$ cat src/rtl/assert_macros.svh
// Assertion macros used by the pointer unit of the two-queue store.
`ifndef ASSERT_MACROS_SVH
`define ASSERT_MACROS_SVH

// Same-cycle implication, disabled while reset is asserted.
`define TQS_ASSERT_IMPL(lbl, clk, rst_n, ante, cons, msg) \
  lbl: assert property (@(posedge clk) disable iff (!rst_n) (ante) |-> (cons)) \
    else $error(msg);

// Next-cycle implication, disabled while reset is asserted.
`define TQS_ASSERT_NEXT(lbl, clk, rst_n, ante, cons, msg) \
  lbl: assert property (@(posedge clk) disable iff (!rst_n) (ante) |=> (cons)) \
    else $error(msg);

`endif

$ cat src/rtl/tqs_pkg.sv
package tqs_pkg;

  localparam int DATA_W = 32;

  typedef enum logic [2:0] {
    OP_ENQ_A  = 3'd0,
    OP_ENQ_B  = 3'd1,
    OP_DEQ_A  = 3'd2,
    OP_DEQ_B  = 3'd3,
    OP_LIST_A = 3'd4,
    OP_LIST_B = 3'd5
  } op_t;

  typedef enum logic [1:0] {
    STAT_OK        = 2'd0,
    STAT_OVERFLOW  = 2'd1,
    STAT_UNDERFLOW = 2'd2,
    STAT_EMPTY     = 2'd3
  } status_t;

  typedef enum logic {
    S_IDLE = 1'b0,
    S_READ = 1'b1
  } state_t;

  // Pointer updates requested by the sequencer.
  typedef struct packed {
    logic enq_a;
    logic enq_b;
    logic deq_a;
    logic deq_b;
  } ptr_cmd_t;

  // Queue status reported by the pointer unit.
  typedef struct packed {
    logic a_valid;
    logic b_valid;
    logic full;
  } ptr_flags_t;

endpackage

$ cat src/rtl/tqs_ram.sv
module tqs_ram #(
  parameter int DEPTH = 16
) (
  input  logic                                 clk,
  input  logic                                 we,
  input  logic [$clog2(DEPTH)-1:0]             waddr,
  input  logic [tqs_pkg::DATA_W-1:0]           wdata,
  input  logic                                 re,
  input  logic [$clog2(DEPTH)-1:0]             raddr,
  output logic [tqs_pkg::DATA_W-1:0]           rdata
);
  import tqs_pkg::*;

  logic [DATA_W-1:0] mem [DEPTH];
  logic [DATA_W-1:0] rdata_r;

  always_ff @(posedge clk) begin
    if (we) begin
      mem[waddr] <= wdata;
    end
  end

  // Read data holds while no new read is issued.
  always_ff @(posedge clk) begin
    if (re) begin
      rdata_r <= mem[raddr];
    end
  end

  assign rdata = rdata_r;

endmodule

$ cat src/rtl/tqs_ptrs.sv
`include "assert_macros.svh"

module tqs_ptrs #(
  parameter int DEPTH = 16
) (
  input  logic                      clk,
  input  logic                      rst_n,
  input  tqs_pkg::ptr_cmd_t         cmd,
  output tqs_pkg::ptr_flags_t       flags,
  output logic [$clog2(DEPTH)-1:0]  a_head,
  output logic [$clog2(DEPTH)-1:0]  a_tail,
  output logic [$clog2(DEPTH)-1:0]  b_head,
  output logic [$clog2(DEPTH)-1:0]  b_tail,
  output logic [$clog2(DEPTH)-1:0]  enq_a_addr,
  output logic [$clog2(DEPTH)-1:0]  enq_b_addr
);
  import tqs_pkg::*;

  localparam int AW = $clog2(DEPTH);
  localparam logic [AW:0]   DEPTH_W = (AW+1)'(DEPTH);
  localparam logic [AW-1:0] TOP_IDX = AW'(DEPTH - 1);

  logic [AW-1:0] a_head_r, a_head_nxt, a_tail_r, a_tail_nxt;
  logic [AW-1:0] b_head_r, b_head_nxt, b_tail_r, b_tail_nxt;
  logic          a_valid_r, a_valid_nxt, b_valid_r, b_valid_nxt;
  logic [AW:0]   a_next, b_low;

  // The store is full when the slot just above A's tail is B's tail.
  assign a_next = a_valid_r ? ({1'b0, a_tail_r} + 1'b1) : '0;
  assign b_low  = b_valid_r ? {1'b0, b_tail_r} : DEPTH_W;

  assign flags.a_valid = a_valid_r;
  assign flags.b_valid = b_valid_r;
  assign flags.full    = (a_next == b_low);

  assign enq_a_addr = a_next[AW-1:0];
  assign enq_b_addr = b_valid_r ? (b_tail_r - 1'b1) : TOP_IDX;

  assign a_head = a_head_r;
  assign a_tail = a_tail_r;
  assign b_head = b_head_r;
  assign b_tail = b_tail_r;

  always_comb begin
    a_head_nxt  = a_head_r;
    a_tail_nxt  = a_tail_r;
    a_valid_nxt = a_valid_r;
    b_head_nxt  = b_head_r;
    b_tail_nxt  = b_tail_r;
    b_valid_nxt = b_valid_r;
    if (cmd.enq_a) begin
      a_tail_nxt  = enq_a_addr;
      a_valid_nxt = 1'b1;
      if (!a_valid_r) begin
        a_head_nxt = '0;
      end
    end
    if (cmd.enq_b) begin
      b_tail_nxt  = enq_b_addr;
      b_valid_nxt = 1'b1;
      if (!b_valid_r) begin
        b_head_nxt = TOP_IDX;
      end
    end
    // Removing the last element is the only point where space comes back.
    if (cmd.deq_a) begin
      if (a_head_r == a_tail_r) begin
        a_valid_nxt = 1'b0;
        a_head_nxt  = '0;
        a_tail_nxt  = '0;
      end else begin
        a_head_nxt = a_head_r + 1'b1;
      end
    end
    if (cmd.deq_b) begin
      if (b_head_r == b_tail_r) begin
        b_valid_nxt = 1'b0;
        b_head_nxt  = '0;
        b_tail_nxt  = '0;
      end else begin
        b_head_nxt = b_head_r - 1'b1;
      end
    end
  end

  always_ff @(posedge clk) begin
    if (!rst_n) begin
      a_head_r  <= '0;
      a_tail_r  <= '0;
      a_valid_r <= 1'b0;
      b_head_r  <= '0;
      b_tail_r  <= '0;
      b_valid_r <= 1'b0;
    end else begin
      a_head_r  <= a_head_nxt;
      a_tail_r  <= a_tail_nxt;
      a_valid_r <= a_valid_nxt;
      b_head_r  <= b_head_nxt;
      b_tail_r  <= b_tail_nxt;
      b_valid_r <= b_valid_nxt;
    end
  end

  `TQS_ASSERT_IMPL(a_order_chk, clk, rst_n, a_valid_r, a_head_r <= a_tail_r, "A head past tail")
  `TQS_ASSERT_IMPL(b_order_chk, clk, rst_n, b_valid_r, b_tail_r <= b_head_r, "B head past tail")
  `TQS_ASSERT_IMPL(no_cross_chk, clk, rst_n, a_valid_r && b_valid_r, a_tail_r < b_tail_r, "queues overlap")
  `TQS_ASSERT_NEXT(a_drain_chk, clk, rst_n, cmd.deq_a && (a_head_r == a_tail_r), !a_valid_r, "A not empty after last dequeue")

endmodule

$ cat src/rtl/two_queues_shared_store.sv
// Two FIFO queues, A and B, kept in one synchronous store of DEPTH words.
// A fills the store from the bottom, B from the top; an enqueue overflows
// when the two tails meet, and slots are reclaimed only when a queue empties.
// Requests arrive on in_valid/in_ready carrying in_op and in_value; results
// leave on out_valid/out_ready as out_status, out_data and out_last.
// Every request yields one result, except a list of a non-empty queue, which
// yields one result per element, oldest first, with out_last on the final one.
// Unused op codes give no result.
// Enqueue and error results are registered at acceptance and show in the next
// cycle. A dequeue or list reads the store, whose read port is registered, so
// its first result passes the read register, then the output register; a list
// streams one element per cycle from that read port while out_ready is high.
// A new request is taken once the previous one has produced all its results,
// in a cycle in which the output register is empty or freed by out_ready.
// When the receiver stalls, the output register holds its result and the
// store reads pause; nothing is lost or repeated.
// Synchronous reset empties both queues; store contents are not cleared.
module two_queues_shared_store #(
  parameter int DEPTH = 16
) (
  input  logic                                clk,
  input  logic                                rst_n,
  input  logic                                in_valid,
  output logic                                in_ready,
  input  logic [2:0]                          in_op,
  input  logic signed [tqs_pkg::DATA_W-1:0]   in_value,
  output logic                                out_valid,
  input  logic                                out_ready,
  output logic [1:0]                          out_status,
  output logic signed [tqs_pkg::DATA_W-1:0]   out_data,
  output logic                                out_last
);
  import tqs_pkg::*;

  localparam int AW = $clog2(DEPTH);

  state_t        state_r, state_nxt;
  ptr_cmd_t      cmd;
  ptr_flags_t    flags;
  logic [AW-1:0] a_head, a_tail, b_head, b_tail, enq_a_addr, enq_b_addr;

  logic              accept, out_free, go_read;
  logic              ram_we, ram_re;
  logic [AW-1:0]     ram_waddr, ram_raddr;
  logic [DATA_W-1:0] ram_rdata;

  // Read sequencer: next address, final address, direction, last flag.
  logic [AW-1:0] idx_r, idx_nxt, end_r, end_nxt;
  logic          down_r, down_nxt, last_r, last_nxt;

  logic              out_valid_r, out_valid_nxt, out_last_r, out_last_nxt;
  status_t           out_status_r, out_status_nxt;
  logic [DATA_W-1:0] out_data_r, out_data_nxt;

  tqs_ptrs #(.DEPTH(DEPTH)) u_ptrs (
    .clk        (clk),
    .rst_n      (rst_n),
    .cmd        (cmd),
    .flags      (flags),
    .a_head     (a_head),
    .a_tail     (a_tail),
    .b_head     (b_head),
    .b_tail     (b_tail),
    .enq_a_addr (enq_a_addr),
    .enq_b_addr (enq_b_addr)
  );

  tqs_ram #(.DEPTH(DEPTH)) u_ram (
    .clk   (clk),
    .we    (ram_we),
    .waddr (ram_waddr),
    .wdata (in_value),
    .re    (ram_re),
    .raddr (ram_raddr),
    .rdata (ram_rdata)
  );

  assign out_free = !out_valid_r || out_ready;
  assign accept   = in_valid && in_ready;

  // Decode of the accepted request.
  always_comb begin
    cmd     = '0;
    go_read = 1'b0;
    if (accept) begin
      case (in_op)
        OP_ENQ_A:  cmd.enq_a = !flags.full;
        OP_ENQ_B:  cmd.enq_b = !flags.full;
        OP_DEQ_A:  begin
          cmd.deq_a = flags.a_valid;
          go_read   = flags.a_valid;
        end
        OP_DEQ_B:  begin
          cmd.deq_b = flags.b_valid;
          go_read   = flags.b_valid;
        end
        OP_LIST_A: go_read = flags.a_valid;
        OP_LIST_B: go_read = flags.b_valid;
        default:   ;
      endcase
    end
  end

  assign ram_we    = cmd.enq_a || cmd.enq_b;
  assign ram_waddr = cmd.enq_a ? enq_a_addr : enq_b_addr;

  // Next state.
  always_comb begin
    state_nxt = state_r;
    case (state_r)
      S_IDLE:  if (go_read) state_nxt = S_READ;
      S_READ:  if (out_free && last_r) state_nxt = S_IDLE;
      default: state_nxt = S_IDLE;
    endcase
  end

  // Outputs of the sequencer: handshake, store reads and the result register.
  always_comb begin
    in_ready       = 1'b0;
    ram_re         = 1'b0;
    ram_raddr      = idx_r;
    idx_nxt        = idx_r;
    end_nxt        = end_r;
    down_nxt       = down_r;
    last_nxt       = last_r;
    out_valid_nxt  = out_valid_r && !out_ready;
    out_status_nxt = out_status_r;
    out_data_nxt   = out_data_r;
    out_last_nxt   = out_last_r;
    case (state_r)
      S_IDLE: begin
        in_ready = out_free;
        if (accept) begin
          case (in_op)
            OP_ENQ_A, OP_ENQ_B: begin
              out_valid_nxt  = 1'b1;
              out_status_nxt = flags.full ? STAT_OVERFLOW : STAT_OK;
              out_data_nxt   = '0;
              out_last_nxt   = 1'b1;
            end
            OP_DEQ_A, OP_DEQ_B, OP_LIST_A, OP_LIST_B: begin
              // A list starts at the head and walks toward the tail; a
              // dequeue is a list that stops after the head.
              down_nxt = (in_op == OP_DEQ_B) || (in_op == OP_LIST_B);
              if (down_nxt) begin
                ram_raddr = b_head;
                end_nxt   = b_tail;
                idx_nxt   = b_head - 1'b1;
              end else begin
                ram_raddr = a_head;
                end_nxt   = a_tail;
                idx_nxt   = a_head + 1'b1;
              end
              ram_re   = go_read;
              last_nxt = (in_op == OP_DEQ_A) || (in_op == OP_DEQ_B) ||
                         (ram_raddr == end_nxt);
              if (!go_read) begin
                out_valid_nxt  = 1'b1;
                out_status_nxt = ((in_op == OP_DEQ_A) || (in_op == OP_DEQ_B)) ?
                                 STAT_UNDERFLOW : STAT_EMPTY;
                out_data_nxt   = '0;
                out_last_nxt   = 1'b1;
              end
            end
            default: ;
          endcase
        end
      end
      S_READ: begin
        if (out_free) begin
          out_valid_nxt  = 1'b1;
          out_status_nxt = STAT_OK;
          out_data_nxt   = ram_rdata;
          out_last_nxt   = last_r;
          if (!last_r) begin
            ram_re   = 1'b1;
            last_nxt = (idx_r == end_r);
            idx_nxt  = down_r ? (idx_r - 1'b1) : (idx_r + 1'b1);
          end
        end
      end
      default: ;
    endcase
  end

  always_ff @(posedge clk) begin
    if (!rst_n) begin
      state_r     <= S_IDLE;
      out_valid_r <= 1'b0;
    end else begin
      state_r     <= state_nxt;
      out_valid_r <= out_valid_nxt;
    end
  end

  always_ff @(posedge clk) begin
    idx_r        <= idx_nxt;
    end_r        <= end_nxt;
    down_r       <= down_nxt;
    last_r       <= last_nxt;
    out_status_r <= out_status_nxt;
    out_data_r   <= out_data_nxt;
    out_last_r   <= out_last_nxt;
  end

  assign out_valid  = out_valid_r;
  assign out_status = out_status_r;
  assign out_data   = out_data_r;
  assign out_last   = out_last_r;

endmodule

$ cat config.mk
export PLATFORM = sky130hd
export DESIGN_NAME = two_queues_shared_store
export DESIGN_NICKNAME = d
export VERILOG_FILES = /design/src/rtl/tqs_pkg.sv /design/src/rtl/tqs_ram.sv /design/src/rtl/tqs_ptrs.sv /design/src/rtl/two_queues_shared_store.sv
export VERILOG_INCLUDE_DIRS = /design/src /design/src/rtl
export SDC_FILE = /design/constraint.sdc
export NUM_CORES = 1
export LEC_CHECK = 0
export BUFFER_PORTS_ARGS = -buffer_cell sky130_fd_sc_hd__clkbuf_2
export CORE_ASPECT_RATIO = 0.6
export CORE_MARGIN = 10
export CORE_UTILIZATION = 31
export CTS_CLUSTER_SIZE = 12
export DETAILED_ROUTE_END_ITERATION = 16
export GPL_TIMING_DRIVEN = 0
export PLACE_DENSITY_LB_ADDON = 0.15
export SLEW_MARGIN = 5
export SYNTH_ARGS = -nofsm -noshare
export SYNTH_HDL_FRONTEND = slang
export SYNTH_HIERARCHICAL = 1
export SYNTH_SLANG_ARGS = --single-unit
$ cat constraint.sdc
create_clock -name clk -period 6.6 [get_ports clk]
set_clock_uncertainty 0.2 [all_clocks]
set_input_delay 1.32 -clock clk [delete_from_list [all_inputs] [get_ports clk]]
set_output_delay 1.32 -clock clk [all_outputs]
set_load 0.01 [all_outputs]
---- Word level (Yosys, flattened, before mapping) ----
Memory sizes are Yosys's and may differ from the RTL's. A register that Yosys moved wholly into a read port is not among the register bits.
Cells that the tools add are included.
word-level totals
  memories kept ........................... 1
  register bits after elaboration ......... 65
  word-level logic and storage cells ...... 152
  bits in writable memories ............... 512
  output and inout port bits .............. 37
memories
  name       words  width  rd ports  clocked after memory_dff  write ports  line           text
  u_ram.mem  16     32     1         1                         1            tqs_ram.sv:14  logic [DATA_W-1:0] mem [DEPTH];
operators by class
  bitwise logic cells ..................... 1
  $add $sub $neg .......................... 6
  equality and inequality tests ........... 18
  multiplexer cells ....................... 87
  reductions and logical operators ........ 24
operators by type and width
  cell                   count
  $mux W4                34
  $pmux W32 S2           2
  $mux W32               3
  $mux W1                32
  $eq A4 B4 Y1           4
  $pmux W1 S2            8
  $sub A4 B1 Y4 const B  3
  $mux W5                2
  $add A4 B1 Y4 const B  2
  $ne A2 B2 Y1 const B   4
  $pmux W2 S2            2
  $pmux W4 S2            1
  $reduce_and A4 Y1      2
  $eq A3 B2 Y1 const B   2
  $eq A3 B3 Y1 const B   2
  $mux W2                3
  $reduce_and A3 Y1      2
  $reduce_or A2 Y1       3
  $add A4 B1 Y5 const B  1
  $eq A5 B5 Y1           1
  $logic_or A1 B1 Y1     5
  $ne A2 B1 Y1 const B   2
  $reduce_and A2 Y1      2
  $reduce_bool A2 Y1     2
  other kinds (8)        12

---- Logic depth before layout (Yosys ltp) ----
Gate-level depths: netlist of run 1.
  depth after elaboration ................. 11
  mapped depth ............................ 13
  mapped depth without buffers ............ 11

---- Hierarchy ----
The synthesis of run 1 kept the hierarchy.
modules (own cells, without submodules)
  module                   cells an instance  area an instance (sq um)  instances
  tqs_ram                  838                20155.6                   1
  two_queues_shared_store  192                2427.3                    1
  tqs_ptrs                 131                1113.6                    1

---- Worst setup path before layout of run 1 ----
No wires, ideal clock.
  kind .................................... in2reg
  from .................................... in out_ready
  to ...................................... mem u_ram.mem[0][0] (enable)
  required time ........................... 5.939 ns
  path slack .............................. 0.926 ns
  setup time .............................. 0.461 ns
  buffers on the path ..................... 0
  arrival time ............................ 5.013 ns
  cell stages on the path ................. 6
  cells stage by stage .................... nand2b_1 nand4_1 nor4_4 mux2_2 or3b_2 nor3_1
RTL lines
  what                line                           text
  start: declaration  two_queues_shared_store.sv:28  input logic out_ready,
  end: declaration    tqs_ram.sv:14

==> flow_summary.ini, run 1 <==
[status]
status = complete, no violations

[global_route]
track_usage_pct = 13.84
grt_overflow = 0
grt_antenna_before_repair = 2
grt_pass1_wl_um = 88620
grt_max_degree = 20
grt_pass1_vias = 12160

[cts]
htreeDepth = 2
clk_pin_slew_ps = 60
clock-sinks = 609
cts_resized = 0
cts_tree = done
clockBufferDepth = 3
postCtsHoldBufs = 0
cts_root_buffer = clkbuf_16
cts_buffers = 60
cts_setup_buffers = 0
clk_latency_ps = 630

[setup_path]
critPathArrivalTime_ps = 5150
cp_slowest_cell = nor3_2
crit_chain = ha_1 -> and2_0 -> clkbuf_1 -> nor4_1 -> a31oi_1 -> a311oi_1 -> nor4_4 -> mux2_2 -> or3b_2 -> nor3_2 -> buf_4 -> buf_4
cp_common_cell = buf_4
path_class = reg -> reg
cp.required_ps = 6720
start_kind = flop
endpoint_kind = flop
worstPathMaxFanout = 8
slowest_delay_ps = 710
worstRegToRegCells = 12

[power]
p_per_area_nw_per_um2 = 288.0
p_total_w = 0.007996
peakVddDrop_mv = 0.1558
p_sw_w = 0.001784
intPower_w = 0.006212
power_frac_comb_pct = 7.5
swShare_pct = 22.31
power_leakage_nw = 8.849
clockPowerShare_pct = 38.8
power_frac_seq_pct = 53.7

[yosys]
syn_nets = 1209
synthCells = 1161
synth-seq-area-share_pct = 76.33
synth_top_cell_area_share_pct = 74.64
synth_seq_cells = 609
yosysTopAreaCell = edfxtp_1
netlist_area_um2 = 23700
yosysWarningCount = 6
synth_edf_count = 589
synth.distinct_cells = 61
synth.most_common_cell = edfxtp_1
ys_top_cells_by_area = edfxtp_1 75%, mux4_2 12%, a22oi_1 2.1%
syn-mean-instance-area_um2 = 20.41
async_reset_ff_share_pct = 0
ys.flop_type = edfxtp_1
ys_top_cells_by_count = 589 x edfxtp_1, 128 x mux4_2, 65 x a22oi_1

[placed_design]
gp_congestion = 0.7370
portBuffers = 73
dp_hpwl_um = 40400
dp_slack_ps = 1434

[routing]
wl_um = 61370
dr.pass1.iters = 5
routedWlPerCell_um = 25.98
vias = 11970
viasPerCell = 5.069
drc = 0
drtIter0Drc = 1050
ant_nets = 0

[worst_hold_path]
min_path_type = reg -> reg
min_path_cells = 1

[finish]
regArea_um2 = 18090
area_growth_pct = 17.18
fillers = 6912
multiInputGateArea_um2 = 5393
final_layout_size_suffix_gt1_share_pct = 26.97
final_nets = 1380
final_core_util_pct = 36.71

[timing]
period_share_pct = 76.16
slew-limit-headroom_pct = 27.31
rsz0062_at_grt = false
setup_ws_ps = 1573
setup_viol = 0
finalSetupTns_ps = 0
post-route-min-period_ps = 5027
clock.fmax_mhz = 198.9
maxSlewViolCount = 0
timing_hold_violations_final = 0
worst_pin_slew_ps = 1090

[floorplan]
rows = 78
coreArea_um2 = 75640
dieArea_um2 = 88260
die_x_um = 376.9
die_h_um = 234.2
start_util_pct = 31.33
pin_count = 76

[run]
drv_cap = 0
per-layer routing:
metal / global-route usage [%] / routed length, um / part of all wire (%)
met5: 0 / 13 / 0.021
met4: 3.619 / 1295 / 2.1
met3: 2.969 / 3750 / 6.1
met2: 19.73 / 25940 / 42
met1: 21.10 / 30370 / 49
layout by cell type, fill, tap and decap left out, drive strengths merged, types with 13 or more instances in the layout:
cell,instances
xor2,14
and2,37
buf,69
nor2,37
a21oi,13
dfxtp,20
xnor2,19
mux4,128
a22oi,65
clkbuf,179
inv,16
edfxtp,589
nand2,43
final timing paths:
check / end / slack (ps) / startpoint
worst max-delay path: u_ram/mem[0][23] / 1570 / u_ptrs/a_tail[0]
worst min-delay path: out_data[2] / 330 / u_ram/rdata[2]
worst max register to register: u_ram/mem[0][23] / 1570 / u_ptrs/a_tail[0]
worst min register to register: out_data[2] / 330 / u_ram/rdata[2]
power by group through the flow:
stage / sequential [W] / clock [W] / combinational, W
global route: 0.00429 / 0.00336 / 0.000651
detailed placement: 0.00437 / 0 / 0.000612
CTS: 0.00429 / 0.00322 / 0.000614
floorplan: 0.00438 / 0 / 0.000350
finish: 0.00429 / 0.00310 / 0.000602
global placement: 0.00438 / 0 / 0.000594
cells by family after synthesis:
kind of cell    count (synthesis)  synth area share [%]
buf+inv                        76                 1.457
mux                           148                 13.11
fa+ha+maj                       9                0.5069
flops                         609                 76.33
compound gates                112                 3.400
simple gates                  173                 3.844
xor+xnor                       34                 1.352
cell type report:
type / instances / area share [%]
diodes: 1 / 0.009012
inverters: 14 / 0.1892
flip-flops and latches: 609 / 65.14
clock inverters: 14 / 0.3605
plain buffers: 62 / 1.054
clock buffers: 77 / 5.714
well taps: 1000 / 4.506
repair buffers: 109 / 3.609
multi-input cells: 476 / 19.42
flip-flops by register name, indices dropped and copies added (netlist names), 4 cells and up:
register / cells
idx_r: 4
u_ram/rdata: 32
out_data: 32
u_ptrs/b_head: 4
u_ptrs/b_tail: 4
u_ptrs/a_head: 4
u_ptrs/a_tail: 4
end_r: 4
u_ram/mem: 512
critical path: cells and delay by family, from the launching register on:
kind	cells	cell delay, ps
AND/OR/NAND/NOR	5	1870
buffers and inverters	3	730
AO/OA/AOI/OAI	2	720
flip-flops	1	570
multiplexers	1	340
adder cells (fa/ha/maj)	1	300
per-stage QoR:
| step | hold slack [ps] | std cells | area, um^2 |
|---|---|---|---|
| 2_1_floorplan | 302.6 | 1161 | 23700 |
| 3_3_place_gp | 321.0 | 2234 | 25310 |
| 3_5_place_dp | 313.9 | 2270 | 26080 |
| 4_1_cts | 332.8 | 2361 | 27770 |
| 5_1_grt | 350.6 | 2362 | 27770 |
| 6_report | 328.7 | 2362 | 27770 |
(Power assumes the default switching activity.)
==> run 2: changes to the inputs <==
--- a/config.mk
+++ b/config.mk
@@ -6,6 +6,7 @@
 export SDC_FILE = /design/constraint.sdc
 export NUM_CORES = 1
 export LEC_CHECK = 0
+export ABC_AREA = 1
 export BUFFER_PORTS_ARGS = -buffer_cell sky130_fd_sc_hd__clkbuf_2
 export CORE_ASPECT_RATIO = 0.6
 export CORE_MARGIN = 10
==> constraint.sdc (replaced) <==
create_clock -name clk -period 5.1 [get_ports clk]
set_clock_uncertainty 0.2 [all_clocks]
set_input_delay 1.02 -clock clk [delete_from_list [all_inputs] [get_ports clk]]
set_output_delay 1.02 -clock clk [all_outputs]
set_load 0.01 [all_outputs]
==> run 2 against run 1 <==
Power is 40% higher. Clock-buffer cell count is 9 higher. Via count is 53% higher. Global-route usage is 2.6 points higher. Critical path depth stayed put. Final cell count is 67% higher. Wire length is 34% higher. Synthesized cell count is 120% higher. Sequential power is 30% higher.
==> flow_summary.ini, run 2 <==
[cts]
cts_buffers = 66
htreeDepth = 3
cts_tree = done
postCtsHoldBufs = 0
clock-sinks = 609
cts_resized = 0
clockBufferDepth = 3
cts_setup_buffers = 0
clk_pin_slew_ps = 60
cts_root_buffer = clkbuf_16
clk_latency_ps = 640

[yosys]
netlist_area_um2 = 26820
synth.distinct_cells = 37
ys_top_cells_by_count = 815 x nand2_1, 589 x edfxtp_1, 480 x inv_1
synth-seq-area-share_pct = 67.45
yosysWarningCount = 6
ys_top_cells_by_area = edfxtp_1 66%, nand2_1 11%, nand3_1 7.5%
syn-mean-instance-area_um2 = 10.30
ys.flop_type = edfxtp_1
syn_nets = 2651
async_reset_ff_share_pct = 0
synth_edf_count = 589
yosysTopAreaCell = edfxtp_1
synthCells = 2603
synth_top_cell_area_share_pct = 65.95
synth_seq_cells = 609
synth.most_common_cell = nand2_1

[global_route]
track_usage_pct = 16.48
grt_overflow = 0
grt_pass1_vias = 17390
grt_max_degree = 21
grt_pass1_wl_um = 118700
grt_antenna_before_repair = 0

[timing]
rsz0062_at_grt = false
setup_ws_ps = 630.2
post-route-min-period_ps = 4470
timing_hold_violations_final = 0
maxSlewViolCount = 0
timing.hold.ws_ps = 290.8
finalSetupTns_ps = 0
clock.fmax_mhz = 223.7
slew-limit-headroom_pct = 24.41
worst_pin_slew_ps = 1134
setup_viol = 0
period_share_pct = 87.64

[finish]
area_growth_pct = 16.06
design_area_um2 = 31120
regArea_um2 = 18090
final_core_util_pct = 36.33
largest_reg_flops = 512
antenna_cells = 0
mostFrequentLayoutCell = nand2_1
top_register = u_ram/mem
fillers = 8462
layout_common_cells = 814 x nand2_1, 589 x edfxtp_1, 480 x inv_1
final_layout_size_suffix_gt1_share_pct = 10.94
final_nets = 2812
multiInputGateArea_um2 = 6240

[setup_path]
slowest_delay_ps = 790
cp.required_ps = 5210
start_kind = flop
cp_slowest_cell = nor2_4
endpoint_kind = flop
cp_top_family = simple AND/OR/NAND/NOR gates
worstPathMaxFanout = 18
path_class = reg -> reg
path_buf_inv = 1
crit_chain = ha_1 -> nand2_1 -> nor2_1 -> xor2_1 -> nor2_1 -> nand2_1 -> nor2_2 -> nor4_4 -> o21ai_1 -> nand3b_1 -> nor2_4 -> buf_12
critPathArrivalTime_ps = 4580

[power]
power_leakage_nw = 13.13
p_per_area_nw_per_um2 = 360.7
peakVddDrop_mv = 0.1950

[floorplan]
die_h_um = 247.8
pin_count = 76
start_util_pct = 31.30
rows = 83
dieArea_um2 = 99060
die_x_um = 399.7
coreArea_um2 = 85680

[run]
drv_cap = 0

[routing]
ant_nets = 0
dr.pass1.iters = 5
wl_um = 82450
drtIter0Drc = 1684
drc = 0
routedWlPerCell_um = 20.86
vias = 18330
viasPerCell = 4.638

[worst_hold_path]
min_path_type = reg -> reg

[placed_design]
dp_hpwl_um = 56580
portBuffers = 75
dp_slack_ps = 363.3
dpl_cell_area_um2 = 29130
gp_congestion = 0.8114

[status]
status = complete, no violations
## run 2: cell count changes after synthesis, moves of 34 or more
| cell | change |
|---|---|
| a22oi_1 | -65 |
| mux4_2 | -128 |
| inv_1 | +467 |
| and2_1 | -34 |
| nand2_1 | +773 |
| nand3_1 | +396 |
## run 2: metal layers
metal  track usage, %  share of wire (%)  vias to the layer above
met5                0                  0                        -
met4            4.056                2.1                        0
met3            4.463                8.3                       96
met2            23.46                 41                      615
met1            24.48                 49                     8891
li1                 -                  -                     8727
## run 2: logic make-up (layout without fill, tap and decap cells)
family          Yosys count  in the layout  synth area share [%]
xor+xnor                 18             18                0.5879
simple gates           1312           1312                 20.76
fa+ha+maj                 9              9                0.4479
buf+inv                 605            807                 9.770
flops                   609            609                 67.45
compound gates           50             50                0.9845
## run 2: power by group
| part | switching (W) | leakage (nW) | internal, W |
|---|---|---|---|
| Combinational | 0.000797 | 6.67 | 0.000293 |
| Clock | 0.00198 | 0.973 | 0.00260 |
| Sequential | 0.0000199 | 5.49 | 0.00554 |
## run 2: cell type report
cell class	instances	area share, %
multi-input combinational	1389	20.05
buffer	118	2.537
tap	1147	4.611
clock inverter	23	0.7397
sequential	609	58.11
inverter	487	5.881
timing repair buffer	93	2.388
clock buffer	86	5.684
## run 2: tightest hold or removal path, stage by stage (launching register included)
cell      delay (ps)
edfxtp_1         320
nand2_1           50
inv_1             40
## run 2: path summary, 6_finish.rpt
| check | startpoint | end | slack, ps | cells after the start |
|---|---|---|---|---|
| worst max register to register | u_ptrs/a_tail[1] | u_ram/mem[9][19] | 630 | 12 |
| worst min-delay path | u_ram/rdata[22] | out_data[22] | 290 | 2 |
| worst max-delay path | u_ptrs/a_tail[1] | u_ram/mem[9][19] | 630 | 12 |
| worst min register to register | u_ram/rdata[22] | out_data[22] | 290 | 2 |
## run 2: per-stage QoR
step	total power, W	instances
final	0.01123	3952
after global routing	0.01167	3952
after CTS	0.01137	3952
after detailed placement	0.006754	3843
after global placement	0.006735	3825
after floorplan	0.006260	2603
